[src/sv/sfpc_pkg.sv]
package sfpc_pkg;

  localparam int unsigned TABLE_ENTRIES = 256;
  localparam int unsigned AW = (TABLE_ENTRIES > 1) ? $clog2(TABLE_ENTRIES) : 1;
  localparam int unsigned CW = $clog2(TABLE_ENTRIES + 1);

  localparam logic [15:0] MIN_LENGTH     = 16'd58;
  localparam logic [15:0] ETYPE_IPV6     = 16'h86DD;
  localparam logic [7:0]  NH_ROUTING_HDR = 8'd43;
  localparam logic [7:0]  RT_TYPE_SEG    = 8'd4;

  typedef struct packed {
    logic [47:0] smac;
    logic [47:0] dmac;
    logic [63:0] shi;
    logic [63:0] slo;
    logic [63:0] dhi;
    logic [63:0] dlo;
  } flow_key_t;

  typedef enum logic [2:0] {
    ST_IDLE,
    ST_CHECK,
    ST_READ,
    ST_COMPARE,
    ST_INCR
  } state_t;

  // controller to datapath
  typedef struct packed {
    logic load;
    logic rd;
    logic idx_clr;
    logic idx_inc;
    logic emit_zero;
    logic emit_full;
    logic emit_hit;
    logic emit_new;
  } ctl_cmd_t;

  // datapath to controller
  typedef struct packed {
    logic qual;
    logic empty;
    logic full;
    logic last;
    logic hit;
  } ctl_sts_t;

endpackage

[src/sv/sfpc_ctrl.sv]
module sfpc_ctrl import sfpc_pkg::*; (
  input  logic     clk,
  input  logic     rst_n,
  input  logic     start,
  output logic     busy,
  input  ctl_sts_t sts,
  output ctl_cmd_t cmd
);

  state_t state_r, state_nxt;

  always_ff @(posedge clk) begin
    if (!rst_n) begin
      state_r <= ST_IDLE;
    end else begin
      state_r <= state_nxt;
    end
  end

  always_comb begin
    state_nxt = state_r;
    cmd       = '0;
    busy      = 1'b1;
    unique case (state_r)
      ST_IDLE: begin
        busy = 1'b0;
        if (start) begin
          cmd.load  = 1'b1;
          state_nxt = ST_CHECK;
        end
      end
      ST_CHECK: begin
        cmd.idx_clr = 1'b1;
        if (!sts.qual) begin
          cmd.emit_zero = 1'b1;
          state_nxt     = ST_IDLE;
        end else if (sts.empty) begin
          cmd.emit_new = 1'b1;
          state_nxt    = ST_IDLE;
        end else begin
          state_nxt = ST_READ;
        end
      end
      ST_READ: begin
        cmd.rd    = 1'b1;
        state_nxt = ST_COMPARE;
      end
      ST_COMPARE: begin
        if (sts.hit) begin
          state_nxt = ST_INCR;
        end else if (sts.last) begin
          // no match among filled slots
          if (sts.full) begin
            cmd.emit_full = 1'b1;
          end else begin
            cmd.emit_new = 1'b1;
          end
          state_nxt = ST_IDLE;
        end else begin
          cmd.idx_inc = 1'b1;
          state_nxt   = ST_READ;
        end
      end
      ST_INCR: begin
        cmd.emit_hit = 1'b1;
        state_nxt    = ST_IDLE;
      end
      default: begin
        state_nxt = ST_IDLE;
      end
    endcase
  end

endmodule

[config.mk]
export PLATFORM = sky130hd
export DESIGN_NAME = sfpc_ctrl
export DESIGN_NICKNAME = d
export VERILOG_FILES = /design/src/sv/sfpc_pkg.sv /design/src/sv/sfpc_ctrl.sv
export SDC_FILE = /design/constraint.sdc
export NUM_CORES = 1
export LEC_CHECK = 0
export ABC_CLOCK_PERIOD_IN_PS = 1000
export BUFFER_PORTS_ARGS = -buffer_cell sky130_fd_sc_hd__buf_2
export CAP_MARGIN = 20
export CORE_AREA = 10 10 47 49
export CTS_CLUSTER_DIAMETER = 80
export DETAILED_ROUTE_END_ITERATION = 12
export DIE_AREA = 0 0 57 59
export GPL_TIMING_DRIVEN = 0
export PLACE_DENSITY = 0.4
export REMOVE_ABC_BUFFERS = 1
export SETUP_SLACK_MARGIN = 0.02
export SLEW_MARGIN = 10
export SYNTH_ARGS = -nofsm -noshare
export SYNTH_HDL_FRONTEND = slang
export SYNTH_SLANG_ARGS = --single-unit
[constraint.sdc]
create_clock -name clk -period 1 [get_ports clk]
set_input_delay 0.15 -clock clk [delete_from_list [all_inputs] [get_ports clk]]
set_output_delay 0.15 -clock clk [all_outputs]
set_load 0.01 [all_outputs]
==> flow_metrics.py <==
metrics = {
    "sta": {
        "drv_slew": 0,
        "worst_slew_pin_slew_ns": 0.219,
        "setup_viol": 10,
        "max_freq_mhz": 738,
        "fin_crit_sh_pct": 136,
        "finalSetupTns_ns": -2.57,
        "min_period_ns": 1.36,
        "final_hold_viol_count": 0,
        "setup_ws_ns": -0.355,
        "skew_ns": 0.000189,
        "slew_headroom_pct": 85.2,
        "rsz0062_at_grt": "true",
    },
    "drt": {
        "drt-initial-drc-count": 5,
        "wl_per_cell_um": 12.8,
        "postRouteAntennaNets": 0,
        "routed_wl_um": 868,
        "drc_errors": 0,
        "viasPerCell": 4.37,
        "num_vias": 297,
        "dr.pass1.iters": 3,
    },
    "synth": {
        "synth-seq-area-share_pct": 27.9,
        "synth.area.mux_share_pct": 0,
        "synth.distinct_cells": 16,
        "synthXorXnorAreaFrac_pct": 0,
        "synth_adder_area_share_pct": 0,
        "syn_area_um2": 215,
        "synth-compound-area-share_pct": 14.0,
        "synth_cells": 26,
        "synth-seq-cells": 3,
        "synth_top_family_by_area": "simple AND/OR/NAND/NOR gates",
        "synth_warnings": 0,
        "avgSynthCellArea_um2": 8.28,
        "synth_simple_gate_area_share_pct": 51.2,
    },
    "critical_path": {
        "cp-start-kind": "flop",
        "reg2reg_slack_ns": -0.24,
        "cp_top_family": "simple AND/OR/NAND/NOR gates",
        "path_buf_inv": 1,
        "cp.required_ns": 0.85,
        "worst-setup-path-type": "flop to primary output",
        "endpoint_kind": "primary output",
        "critPathSlowestCell": "or3_4",
        "path_max_fanout": 4,
        "cp.arrival_ns": 1.21,
        "slowest_delay_ns": 0.40,
        "crit_chain": "or3_4, nor2_1, buf_2",
    },
    "cts": {
        "clockBufferDepth": 2,
        "path_clk_slew_ns": 0.04,
        "htreeDepth": 1,
        "clock_sinks": 3,
        "cts_made_buffers": 3,
        "insertion_delay_ns": 0.23,
        "cts_tree": "done",
        "cts-root-buf": "clkbuf_4",
        "postCtsHoldBufs": 0,
    },
    "place": {
        "io_buffers": 16,
        "gp_congestion": 0.647,
        "dp_hpwl_um": 630,
        "placed_cell_area_um2": 315,
    },
    "floorplanning": {
        "placementRows": 14,
        "die-area_um2": 3360,
        "fp.dieH_um": 59,
        "die-width_um": 57,
        "io_pins": 17,
        "core_um2": 1400,
        "start_util_pct": 15.4,
    },
    "status": {
        "status": "finished, violations left",
        "violations": "setup timing",
    },
    "cells_and_area": {
        "areaGrowthSynthToFinish_pct": 101,
        "final_nets": 61,
        "largest_registers": "state_r: 3 flops",
        "regMostFlops": "state_r",
        "drive_gt1_share_pct": 67.3,
        "fill_cells": 156,
        "largest_register_ff_count": 3,
        "finalInstanceArea_um2": 432,
        "n_antenna_cell": 0,
    },
    "global_routing": {
        "grt_antenna_before_repair": 0,
        "first_global_vias": 339,
        "grtUsageTotal_pct": 5.74,
        "grt-ovfl-total": 0,
        "grt_first_pass_wirelength_mm": 1.44,
        "grt_max_degree": 7,
    },
    "power": {
        "power_density_nw_per_um2": 1010,
        "leakagePower_nw": 0.232,
        "vdd_ir_drop_max_mv": 0.202,
    },
    "job": {
        "maxCapViolations": 0,
    },
    "worst_hold_path": {
        "hp-class": "primary input to flop",
    },
}
==> per-layer routing <==
| metal | GRT usage [%] | share of wire (%) | wire (um) | vias up |
|---|---|---|---|---|
| met3 | 5.58 | 19 | 166 | 2 |
| met5 | 0 | 0 | 0 | - |
| li1 | - | - | - | 147 |
| met4 | 5.03 | 0.69 | 6 | 0 |
| met1 | 5.33 | 40 | 347 | 132 |
| met2 | 7.29 | 40 | 347 | 16 |
==> power breakdown <==
part           leakage (nW)  total (W)  internal, W  switching, W
Combinational         0.190  0.0000927    0.0000523     0.0000404
Clock                0.0150   0.000218     0.000150     0.0000683
Sequential           0.0264   0.000125     0.000121    0.00000455
==> synthesized netlist by cell type <==
master	number	area share, %
nor3b_1	1	3.5
nand3_1	2	4.7
nor2_1	3	5.2
or3_4	1	5.2
o21ai_0	2	4.7
inv_1	4	7.0
dfxtp_1	3	28
o221a_4	1	9.3
nor2b_1	1	2.9
nand4bb_1	1	5.2
nor3_1	2	4.7
and3_2	1	3.5
nand2_1	1	1.7
and4_2	1	4.7
and2b_2	1	4.1
and4bb_1	1	5.8
==> placed cells by master, fill, tap and decap left out <==
cell	Yosys	layout
o21ai_1	0	1
nor3b_1	1	1
buf_4	0	2
and3_2	1	1
and2b_2	1	1
buf_6	0	6
nor3_2	0	1
dfxtp_2	0	1
clkbuf_4	0	3
nor3_1	2	1
nand3_2	0	1
inv_1	4	3
or3_4	1	1
buf_2	0	13
dfxtp_4	0	2
clkbuf_1	0	1
nor2b_1	1	1
buf_1	0	1
o221a_4	1	1
and4_2	1	1
nor2_1	3	3
nand2_1	1	1
o21ai_0	2	1
and4bb_1	1	1
nand3_1	2	1
inv_2	0	1
nand4bb_1	1	1
==> layout make-up <==
class                      count  area [um^2]  share of cell area (%)
sequential                     3         68.8                    15.9
timing repair buffer          22          151                    35.1
multi-input combinational     19          150                    34.8
tap                           16         20.0                    4.64
inverter                       4         15.0                    3.48
clock buffer                   4         26.3                    6.09
==> metrics by stage <==
step	utilization [%]	total power, W	std cells	hold slack, ns	worst slack [ns]
2_1_floorplan	-	0.000161	26	0.318	-0.120
3_3_place_gp	22.5	0.000195	58	0.464	-0.228
3_5_place_dp	22.5	0.000195	58	0.462	-0.239
4_1_cts	29.4	0.000441	67	0.205	-0.382
5_1_grt	30.8	0.000474	68	0.215	-0.414
6_report	30.8	0.000436	68	0.212	-0.355
==> cell families (layout without fill, tap and decap cells) <==
kind of cell           Yosys count  count (layout)
DFF                              3               3
and+or+nand+nor                 16              16
AOI/OAI and AO/OA                3               3
buffers and inverters            4              30
==> final timing paths <==
path	cells after the start	startpoint	end
setup / recovery	3	state_r[0]$_SDFFE_PN0P_	cmd[7]
hold / removal	3	start	state_r[0]$_SDFFE_PN0P_
setup reg to reg	4	state_r[2]$_SDFFE_PN0P_	state_r[1]$_SDFFE_PN0P_
hold reg to reg	2	state_r[1]$_SDFFE_PN0P_	state_r[0]$_SDFFE_PN0P_
==> worst register-to-register path, cell delays in order (launching register included) <==
cell and delay [ns]:
dfxtp_2 0.36, and4bb_1 0.22, and2b_2 0.21, buf_4 0.13, o221a_4 0.20
==> what timing repair did <==
action                     4_1_cts  5_1_grt
pin swaps                        5        3
setup endpoints to repair       10       10
resized for setup               13        3
buffers inserted                 5        2
No activity file was read; power rests on OpenSTA's default activity.
